$ cat src/rtl/dspv_pkg.sv
package dspv_pkg;

   localparam int StrLen = 10;
   localparam logic [7:0] CharZero = 8'h30;
   localparam logic [7:0] CharNine = 8'h39;
   localparam logic [7:0] CharDash = 8'h2d;

   typedef logic [3:0] digit_type;

   // one finished string handed from the front to the calendar pipeline
   typedef struct packed {
      logic                 iso_ok;
      logic                 dmy_ok;
      digit_type [StrLen-1:0] digits;
   } job_type;

   // two decimal digits to a binary value
   function automatic logic [6:0] num2(input digit_type hi, input digit_type lo);
      num2 = 7'({3'b000, hi} * 7'd10) + 7'({3'b000, lo});
   endfunction

   function automatic logic [4:0] month_len(input logic [3:0] m, input logic leap);
      unique case (m) inside
         4'd1, 4'd3, 4'd5, 4'd7, 4'd8, 4'd10, 4'd12: month_len = 5'd31;
         4'd4, 4'd6, 4'd9, 4'd11:                     month_len = 5'd30;
         4'd2:    month_len = leap ? 5'd29 : 5'd28;
         default: month_len = 5'd0;
      endcase
   endfunction

   // days in the months before month m
   function automatic logic [8:0] days_before(input logic [3:0] m);
      unique case (m)
         4'd2:    days_before = 9'd31;
         4'd3:    days_before = 9'd59;
         4'd4:    days_before = 9'd90;
         4'd5:    days_before = 9'd120;
         4'd6:    days_before = 9'd151;
         4'd7:    days_before = 9'd181;
         4'd8:    days_before = 9'd212;
         4'd9:    days_before = 9'd243;
         4'd10:   days_before = 9'd273;
         4'd11:   days_before = 9'd304;
         4'd12:   days_before = 9'd334;
         default: days_before = 9'd0;
      endcase
   endfunction

   // year given as century part and two low digits
   function automatic logic is_leap(input logic [6:0] yh, input logic [6:0] yl);
      is_leap = ((yl[1:0] == 2'b00) && (yl != 7'd0)) ||
                ((yl == 7'd0) && (yh[1:0] == 2'b00));
   endfunction

   function automatic logic day_ok(input logic [6:0] m, input logic [6:0] d,
                                   input logic leap);
      logic in_range;
      in_range = (m >= 7'd1) && (m <= 7'd12);
      day_ok = in_range && (d != 7'd0) &&
               (d <= {2'b00, month_len(m[3:0], leap)});
   endfunction

endpackage

$ cat src/rtl/date_string_parse_validate_weekday.sv
// Date string checker. Send the string one byte per request with req_last_char set on the
// final byte; that byte yields one response giving validity, the matched format (YYYY-MM-DD
// preferred over DD-MM-YYYY), year, month, day, zero-based day of year and weekday
// (0 = Sunday). Anything not exactly ten bytes in one of the two shapes, or with an
// impossible month or day, answers all zeros. One byte is taken every cycle while the queue
// is not full; the response for a string passes through the queue stage and then the
// three-stage calendar pipeline and its output register. The queue of QUEUE_DEPTH finished
// strings lets the byte side keep running while the response side stalls.
module date_string_parse_validate_weekday #(
   parameter int QUEUE_DEPTH = 4
) (
   input  logic        clock,
   input  logic        reset,
   input  logic        req_valid,
   output logic        req_ready,
   input  logic [7:0]  req_char_in,
   input  logic        req_last_char,
   output logic        rsp_valid,
   input  logic        rsp_ready,
   output logic        rsp_date_valid,
   output logic        rsp_is_iso,
   output logic [13:0] rsp_year_value,
   output logic [3:0]  rsp_month_value,
   output logic [4:0]  rsp_day_value,
   output logic [8:0]  rsp_day_of_year,
   output logic [2:0]  rsp_weekday_code
);

   logic q_full, push, q_valid, q_pop;
   dspv_pkg::job_type push_job, pop_job;

   dspv_front u_front (
      .clock         (clock),
      .reset         (reset),
      .req_valid     (req_valid),
      .req_ready     (req_ready),
      .req_char_in   (req_char_in),
      .req_last_char (req_last_char),
      .q_full        (q_full),
      .push          (push),
      .job           (push_job)
   );

   dspv_queue #(
      .DEPTH (QUEUE_DEPTH)
   ) u_queue (
      .clock    (clock),
      .reset    (reset),
      .push     (push),
      .push_job (push_job),
      .full     (q_full),
      .q_valid  (q_valid),
      .pop      (q_pop),
      .pop_job  (pop_job)
   );

   dspv_back u_back (
      .clock            (clock),
      .reset            (reset),
      .q_valid          (q_valid),
      .job              (pop_job),
      .q_pop            (q_pop),
      .rsp_valid        (rsp_valid),
      .rsp_ready        (rsp_ready),
      .rsp_date_valid   (rsp_date_valid),
      .rsp_is_iso       (rsp_is_iso),
      .rsp_year_value   (rsp_year_value),
      .rsp_month_value  (rsp_month_value),
      .rsp_day_value    (rsp_day_value),
      .rsp_day_of_year  (rsp_day_of_year),
      .rsp_weekday_code (rsp_weekday_code)
   );

endmodule

$ cat src/rtl/dspv_front.sv
module dspv_front (
   input  logic                 clock,
   input  logic                 reset,
   input  logic                 req_valid,
   output logic                 req_ready,
   input  logic [7:0]           req_char_in,
   input  logic                 req_last_char,
   input  logic                 q_full,
   output logic                 push,
   output dspv_pkg::job_type    job
);

   localparam int StoreDepth = dspv_pkg::StrLen - 1;
   localparam logic [3:0] PosMax = 4'd15;

   logic [3:0] pos_ff, pos_in;
   logic iso_ok_ff, iso_ok_in;
   logic dmy_ok_ff, dmy_ok_in;
   dspv_pkg::digit_type digit_ff [StoreDepth];

   logic take, digit_char, is_dash, in_range, len_ok;
   logic iso_char_ok, dmy_char_ok, iso_ok_nx, dmy_ok_nx;
   dspv_pkg::digit_type cur_digit;

   assign req_ready = !q_full;
   assign take      = req_valid && req_ready;

   always_comb begin
      digit_char = (req_char_in >= dspv_pkg::CharZero) && (req_char_in <= dspv_pkg::CharNine);
      is_dash    = (req_char_in == dspv_pkg::CharDash);
      cur_digit  = digit_char ? req_char_in[3:0] : 4'd0;
      in_range   = pos_ff < 4'(dspv_pkg::StrLen);
      // dash positions: iso at 4 and 7, day-first at 2 and 5
      iso_char_ok = ((pos_ff == 4'd4) || (pos_ff == 4'd7)) ? is_dash : digit_char;
      dmy_char_ok = ((pos_ff == 4'd2) || (pos_ff == 4'd5)) ? is_dash : digit_char;
      iso_ok_nx = in_range && iso_ok_ff && iso_char_ok;
      dmy_ok_nx = in_range && dmy_ok_ff && dmy_char_ok;
      len_ok    = (pos_ff == 4'(dspv_pkg::StrLen - 1));

      pos_in    = pos_ff;
      iso_ok_in = iso_ok_ff;
      dmy_ok_in = dmy_ok_ff;
      if (take) begin
         if (req_last_char) begin
            pos_in    = 4'd0;
            iso_ok_in = 1'b1;
            dmy_ok_in = 1'b1;
         end else begin
            pos_in    = (pos_ff == PosMax) ? PosMax : pos_ff + 4'd1;
            iso_ok_in = iso_ok_nx;
            dmy_ok_in = dmy_ok_nx;
         end
      end

      push       = take && req_last_char;
      job.iso_ok = iso_ok_nx && len_ok;
      job.dmy_ok = dmy_ok_nx && len_ok;
      for (int i = 0; i < StoreDepth; i++) begin
         job.digits[i] = digit_ff[i];
      end
      // final digit goes straight through
      job.digits[dspv_pkg::StrLen-1] = cur_digit;
   end

   always_ff @(posedge clock) begin
      if (reset) begin
         pos_ff    <= 4'd0;
         iso_ok_ff <= 1'b1;
         dmy_ok_ff <= 1'b1;
      end else begin
         pos_ff    <= pos_in;
         iso_ok_ff <= iso_ok_in;
         dmy_ok_ff <= dmy_ok_in;
      end
   end

   always_ff @(posedge clock) begin
      if (take && (pos_ff < 4'(StoreDepth))) begin
         digit_ff[pos_ff] <= cur_digit;
      end
   end

endmodule

$ cat src/rtl/dspv_queue.sv
module dspv_queue #(
   parameter int DEPTH = 4
) (
   input  logic              clock,
   input  logic              reset,
   input  logic              push,
   input  dspv_pkg::job_type push_job,
   output logic              full,
   output logic              q_valid,
   input  logic              pop,
   output dspv_pkg::job_type pop_job
);

   localparam int AW = (DEPTH > 1) ? $clog2(DEPTH) : 1;
   localparam int CW = $clog2(DEPTH + 1);
   localparam logic [AW-1:0] LastPtr = AW'(DEPTH - 1);

   dspv_pkg::job_type mem_ff [DEPTH];
   logic [AW-1:0] wr_ptr_ff, wr_ptr_in, rd_ptr_ff, rd_ptr_in;
   logic [CW-1:0] count_ff, count_in;
   logic do_push, do_pop;

   assign full    = (count_ff == CW'(DEPTH));
   assign q_valid = (count_ff != '0);
   assign do_push = push && !full;
   assign do_pop  = pop && q_valid;
   assign pop_job = mem_ff[rd_ptr_ff];

   always_comb begin
      wr_ptr_in = wr_ptr_ff;
      rd_ptr_in = rd_ptr_ff;
      count_in  = count_ff;
      if (do_push) begin
         wr_ptr_in = (wr_ptr_ff == LastPtr) ? '0 : wr_ptr_ff + AW'(1);
      end
      if (do_pop) begin
         rd_ptr_in = (rd_ptr_ff == LastPtr) ? '0 : rd_ptr_ff + AW'(1);
      end
      if (do_push && !do_pop) begin
         count_in = count_ff + CW'(1);
      end else if (do_pop && !do_push) begin
         count_in = count_ff - CW'(1);
      end
   end

   always_ff @(posedge clock) begin
      if (reset) begin
         wr_ptr_ff <= '0;
         rd_ptr_ff <= '0;
         count_ff  <= '0;
      end else begin
         wr_ptr_ff <= wr_ptr_in;
         rd_ptr_ff <= rd_ptr_in;
         count_ff  <= count_in;
      end
   end

   always_ff @(posedge clock) begin
      if (do_push) begin
         mem_ff[wr_ptr_ff] <= push_job;
      end
   end

endmodule

$ cat src/rtl/dspv_back.sv
module dspv_back (
   input  logic              clock,
   input  logic              reset,
   input  logic              q_valid,
   input  dspv_pkg::job_type job,
   output logic              q_pop,
   output logic              rsp_valid,
   input  logic              rsp_ready,
   output logic              rsp_date_valid,
   output logic              rsp_is_iso,
   output logic [13:0]       rsp_year_value,
   output logic [3:0]        rsp_month_value,
   output logic [4:0]        rsp_day_value,
   output logic [8:0]        rsp_day_of_year,
   output logic [2:0]        rsp_weekday_code
);

   // floor(x / 7) == (x * Recip7) >> 17 for every x below 2**14
   localparam logic [28:0] Recip7 = 29'd18725;

   logic adv;

   // stage 1: pick the format and check the fields
   logic s1_busy_ff, s1_ok_ff, s1_iso_ff, s1_leap_ff;
   logic [6:0] s1_yh_ff, s1_yl_ff, s1_m_ff, s1_d_ff;
   logic s1_ok_in, s1_iso_in, s1_leap_in;
   logic [6:0] s1_yh_in, s1_yl_in, s1_m_in, s1_d_in;

   // stage 2: year, day of year and the year's day code sum
   logic s2_busy_ff, s2_ok_ff, s2_iso_ff;
   logic [13:0] s2_year_ff, s2_csum_ff;
   logic [3:0] s2_m_ff;
   logic [4:0] s2_d_ff;
   logic [8:0] s2_doy_ff;
   logic [13:0] s2_year_in, s2_csum_in;
   logic [8:0] s2_doy_in;

   // stage 3: total for the weekday
   logic s3_busy_ff, s3_ok_ff, s3_iso_ff;
   logic [13:0] s3_year_ff, s3_tot_ff;
   logic [3:0] s3_m_ff;
   logic [4:0] s3_d_ff;
   logic [8:0] s3_doy_ff;

   // output register
   logic rsp_valid_ff, ok_ff, iso_ff;
   logic [13:0] year_ff;
   logic [3:0] month_ff;
   logic [4:0] day_ff;
   logic [8:0] doy_ff;
   logic [2:0] wd_ff;
   logic [2:0] wd_in;

   assign adv   = !rsp_valid_ff || rsp_ready;
   assign q_pop = adv && q_valid;

   always_comb begin
      logic [6:0] iy_h, iy_l, im, id, dy_h, dy_l, dm, dd;
      logic i_leap, d_leap, i_good, d_good;
      iy_h = dspv_pkg::num2(job.digits[0], job.digits[1]);
      iy_l = dspv_pkg::num2(job.digits[2], job.digits[3]);
      im   = dspv_pkg::num2(job.digits[5], job.digits[6]);
      id   = dspv_pkg::num2(job.digits[8], job.digits[9]);
      dy_h = dspv_pkg::num2(job.digits[6], job.digits[7]);
      dy_l = dspv_pkg::num2(job.digits[8], job.digits[9]);
      dm   = dspv_pkg::num2(job.digits[3], job.digits[4]);
      dd   = dspv_pkg::num2(job.digits[0], job.digits[1]);
      i_leap = dspv_pkg::is_leap(iy_h, iy_l);
      d_leap = dspv_pkg::is_leap(dy_h, dy_l);
      i_good = job.iso_ok && dspv_pkg::day_ok(im, id, i_leap);
      d_good = job.dmy_ok && dspv_pkg::day_ok(dm, dd, d_leap);
      s1_ok_in   = i_good || d_good;
      s1_iso_in  = i_good;
      s1_yh_in   = i_good ? iy_h : dy_h;
      s1_yl_in   = i_good ? iy_l : dy_l;
      s1_m_in    = i_good ? im : dm;
      s1_d_in    = i_good ? id : dd;
      s1_leap_in = i_good ? i_leap : d_leap;
   end

   always_comb begin
      logic [6:0] cent, rest;
      logic past_feb;
      s2_year_in = 14'(s1_yh_ff * 14'd100) + 14'(s1_yl_ff);
      // y - 1 split as 100 * cent + rest
      cent = (s1_yl_ff == 7'd0) ? s1_yh_ff - 7'd1 : s1_yh_ff;
      rest = (s1_yl_ff == 7'd0) ? 7'd99 : s1_yl_ff - 7'd1;
      if ((s1_yh_ff == 7'd0) && (s1_yl_ff == 7'd0)) begin
         s2_csum_in = 14'd0;
      end else begin
         s2_csum_in = s2_year_in + 14'(cent * 14'd24) + 14'(rest >> 2) + 14'(cent >> 2);
      end
      past_feb  = (s1_m_ff > 7'd2) && s1_leap_ff;
      s2_doy_in = 9'(s1_d_ff) - 9'd1 + dspv_pkg::days_before(s1_m_ff[3:0])
                  + 9'(past_feb);
   end

   always_comb begin
      logic [28:0] prod;
      logic [13:0] quo, rem;
      prod  = 29'(s3_tot_ff) * Recip7;
      quo   = 14'(prod[28:17]);
      rem   = s3_tot_ff - 14'(quo * 14'd7);
      wd_in = rem[2:0];
   end

   always_ff @(posedge clock) begin
      if (reset) begin
         s1_busy_ff   <= 1'b0;
         s2_busy_ff   <= 1'b0;
         s3_busy_ff   <= 1'b0;
         rsp_valid_ff <= 1'b0;
      end else if (adv) begin
         s1_busy_ff   <= q_valid;
         s2_busy_ff   <= s1_busy_ff;
         s3_busy_ff   <= s2_busy_ff;
         rsp_valid_ff <= s3_busy_ff;
      end
   end

   always_ff @(posedge clock) begin
      if (adv) begin
         s1_ok_ff   <= s1_ok_in;
         s1_iso_ff  <= s1_iso_in;
         s1_yh_ff   <= s1_yh_in;
         s1_yl_ff   <= s1_yl_in;
         s1_m_ff    <= s1_m_in;
         s1_d_ff    <= s1_d_in;
         s1_leap_ff <= s1_leap_in;

         s2_ok_ff   <= s1_ok_ff;
         s2_iso_ff  <= s1_iso_ff;
         s2_year_ff <= s2_year_in;
         s2_csum_ff <= s2_csum_in;
         s2_m_ff    <= s1_m_ff[3:0];
         s2_d_ff    <= s1_d_ff[4:0];
         s2_doy_ff  <= s2_doy_in;

         s3_ok_ff   <= s2_ok_ff;
         s3_iso_ff  <= s2_iso_ff;
         s3_year_ff <= s2_year_ff;
         s3_tot_ff  <= s2_csum_ff + 14'(s2_doy_ff);
         s3_m_ff    <= s2_m_ff;
         s3_d_ff    <= s2_d_ff;
         s3_doy_ff  <= s2_doy_ff;

         // invalid dates come out as all zeros
         ok_ff    <= s3_ok_ff;
         iso_ff   <= s3_ok_ff && s3_iso_ff;
         year_ff  <= s3_ok_ff ? s3_year_ff : 14'd0;
         month_ff <= s3_ok_ff ? s3_m_ff : 4'd0;
         day_ff   <= s3_ok_ff ? s3_d_ff : 5'd0;
         doy_ff   <= s3_ok_ff ? s3_doy_ff : 9'd0;
         wd_ff    <= s3_ok_ff ? wd_in : 3'd0;
      end
   end

   assign rsp_valid        = rsp_valid_ff;
   assign rsp_date_valid   = ok_ff;
   assign rsp_is_iso       = iso_ff;
   assign rsp_year_value   = year_ff;
   assign rsp_month_value  = month_ff;
   assign rsp_day_value    = day_ff;
   assign rsp_day_of_year  = doy_ff;
   assign rsp_weekday_code = wd_ff;

endmodule

$ cat config.mk
export PLATFORM = sky130hd
export DESIGN_NAME = date_string_parse_validate_weekday
export DESIGN_NICKNAME = d
export VERILOG_FILES = /design/src/rtl/dspv_pkg.sv /design/src/rtl/date_string_parse_validate_weekday.sv /design/src/rtl/dspv_front.sv /design/src/rtl/dspv_queue.sv /design/src/rtl/dspv_back.sv
export SDC_FILE = /design/constraint.sdc
export NUM_CORES = 1
export LEC_CHECK = 0
export BUFFER_PORTS_ARGS = -buffer_cell sky130_fd_sc_hd__buf_2
export CORE_MARGIN = 4
export CORE_UTILIZATION = 50
export DETAILED_ROUTE_END_ITERATION = 16
export HOLD_SLACK_MARGIN = 0.15
export PLACE_DENSITY = 0.69
export SETUP_SLACK_MARGIN = 0.5
export SLEW_MARGIN = 40
export SYNTH_ARGS = -nofsm -noshare
export SYNTH_HDL_FRONTEND = slang
export SYNTH_SLANG_ARGS = --single-unit
$ cat constraint.sdc
create_clock -name clock -period 24.4 [get_ports clock]
set_input_delay 1.22 -clock clock [delete_from_list [all_inputs] [get_ports clock]]
set_output_delay 1.22 -clock clock [all_outputs]
set_load 0.03 [all_outputs]
==> run_results.csv <==
group,metric,value,unit
global_routing,grtUsageTotal,16.9,%
timing,relSlewSlack,48.6,%
timing,tightestPinTransition,0.770,ns
floorplan,fp.dieArea,0.0449,sq mm
route,drt.antenna.violating_nets,0,
synth,ys.flop_type,"edfxtp_1",
clock_network,cts_buffer_depth,3,
timing,setup_ws,17.21,ns
synth,syn_inst,1462,
clock_network,postCtsHoldBufs,0,
synth,synth_cell_types,62,
critical_path,crit_arrival,7.62,ns
clock_network,cts_resized,0,
global_routing,grt_pass1_vias,11796,
synth,ys_async_sr_fraction,0,%
timing,skew,0.0197,ns
floorplan,die_x,212,um
timing,rsz0062_at_grt,"false",
clock_network,clkTransAtPathRegs,0.06,ns
critical_path,cp_common_cell,"ha_1",
min_path,min_path_cells,0,
critical_path,path_depth,26,
placement,place_congestion,0.854,
clock_network,clock_latency,0.56,ns
critical_path,crit_fanout,42,
final_layout,area_growth,10.9,%
run,drv_cap,0,
floorplan,rows,74,
min_path,worstHoldStart,"u_back.s2_d_ff[4]",
clock_network,cts_inserted_buffers,40,
placement,dp_slack,17.28,ns
min_path,hold-path-endpoint,"u_back.s3_d_ff[4]",
global_routing,grt_max_degree,88,
synth,syn_nets,1751,
route,drc,0,
clock_network,root_buffer,"clkbuf_16",
clock_network,htreeDepth,2,
floorplan,io_pins,52,
critical_path,path_delay_family,"simple AND/OR/NAND/NOR gates",
synth,yosys_register_bits,396,
timing,drv_slew,0,
route,drt_iter0_markers,641,
route,routedWlPerCell,17.6,um
floorplan,die_h,212,um
timing,setup_violations,0,
route,viasPerCell,5.40,
critical_path,r2r_setup_slack,17.21,ns
placement,dp_hpwl,25800,um
synth,synth_warnings,0,
floorplan,coreArea,0.0409,sq mm
timing,tns,0,ns
synth,yosysTopAreaCellShare,53.2,%
synth,synth_edf_count,368,
timing,fmax,139,MHz
global_routing,antenna_found_initial,0,
global_routing,grt_overflow,0,
timing,period_needed,7.19,ns
timing,finalHoldViolations,0,
critical_path,cp_slowest_cell,"mux4_2",
critical_path,worst-path-buf-inv,4,
final_layout,diodes,0,
critical_path,critPathCaptureType,"flop",
synth,syn_area_per_cell,14.2,sq um
critical_path,rr_worst_depth,26,
route,drt-pass1-iter-count,5,
final_layout,fillers,3279,
synth,synth_top_cell_by_area,"edfxtp_1",
clock_network,cts_tree,"done",
synth,yosysSeqAreaShare,55.9,%
floorplan,start_util,50.7,%
route,routed_wl,37100,um
synth,syn_area,0.0208,sq mm
timing,finalCritPeriodShare,29.5,%
synth,synth.area.top_cells,"edfxtp_1 53%, ha_1 13%, fa_1 5.5%, mux4_2 4.6%, xnor2_1 2.9%",
status,status,"complete, no violations",
placement,place.port_buffers,51,
global_routing,grt_pass1_wl,60300,um
critical_path,startpoint_type,"flop",
final_layout,final_core_util,56.3,%
critical_path,worst_ep_required_time,24.83,ns
final_layout,final_layout_size_suffix_gt1_share,11.8,%
route,vias,11352,
clock_network,cts_sinks,396,
clock_network,postCtsSetupBuffers,0,
final_layout,nets,1829,
critical_path,path_class,"flop to flop",
critical_path,critPathMaxStageDelay,0.64,ns
min_path,hold_class,"flop to flop",
[layer usage]
metal	vias up	part of all wire [%]	track usage, %
li1	5477	-	-
met1	5623	42	21.3
met2	194	52	30.1
met3	58	3.7	2.77
met4	0	2.5	5.40
met5	-	0	0
[registers in the layout (all words and copies together) (netlist names), 9 cells and up, named ones only]
signal	cells
u_back.s2_doy_ff	9
u_back.s2_year_ff	14
u_back.s3_doy_ff	9
u_front.digit_ff	36
u_queue.mem_ff	168
u_back.s3_tot_ff	14
u_back.rsp_day_of_year	9
u_back.rsp_year_value	14
u_back.s2_csum_ff	14
u_back.s3_year_ff	14
[layout by cell type (no fill, tap or decap), drive strengths merged, types with 20 or more instances in the layout]
master and instances:
nand2 65, o21ai 40, nor2 61, clkbuf 50, a21o 20, dfxtp 28, and2 56, ha 219
mux4 42, buf 62, fa 57, edfxtp 368, a21oi 64, xnor2 70, xor2 34, inv 147
[through the flow]
step | hold slack (ns) | std cells | instance area (sq um)
finish | 0.406 | 2102 | 23000
floorplan | 0.400 | 1462 | 20800
detailed placement | 0.406 | 2030 | 21700
global route | 0.410 | 2102 | 23000
global placement | 0.401 | 2029 | 21700
CTS | 0.402 | 2102 | 23000
[Yosys cell counts, types with 3 or more instances]
cell,count
edfxtp_1,368
ha_1,219
inv_1,142
xnor2_1,69
nand2_1,65
a21oi_1,64
nor2_1,61
fa_1,57
and2_1,56
mux4_2,42
o21ai_0,40
xor2_1,34
dfxtp_1,28
a21o_1,20
clkbuf_1,19
nor2b_1,16
nor3_1,15
o21bai_1,13
mux2i_1,12
nand3_1,11
and3_1,10
nand4_1,8
nor4_1,7
mux2_2,6
nand2b_1,6
a31oi_1,5
o211ai_1,5
o21a_1,5
o31ai_1,5
a21boi_0,4
or3_1,4
or4_1,4
a211o_1,3
and4_1,3
buf_1,3
[cell type report]
| class | count | area (sq um) | share of cell area (%) |
|---|---|---|---|
| tap | 532 | 666 | 2.89 |
| timing repair buffer | 62 | 353 | 1.53 |
| clock inverter | 22 | 269 | 1.17 |
| inverter | 144 | 546 | 2.37 |
| clock buffer | 50 | 1070 | 4.65 |
| sequential | 396 | 11600 | 50.4 |
| multi-input combinational | 896 | 8510 | 36.9 |
[kinds of logic after synthesis]
logic type      share of synthesized area, %
mux                                     5.71
xor+xnor                                4.53
simple gates                            6.69
flops                                   55.9
buf+inv                                 3.17
compound gates                          5.28
fa+ha+maj                               18.7
[how the worst max path moves through the flow]
stage | start | end
3_3_place_gp | flop | flop
3_5_place_dp | flop | flop
2_1_floorplan | flop | flop
5_1_grt | flop | flop
4_1_cts | flop | flop
6_report | flop | flop
Power is left out: the tool's default activity adds up to more than one toggle a clock period on the data nets, which glitch-free logic cannot reach.
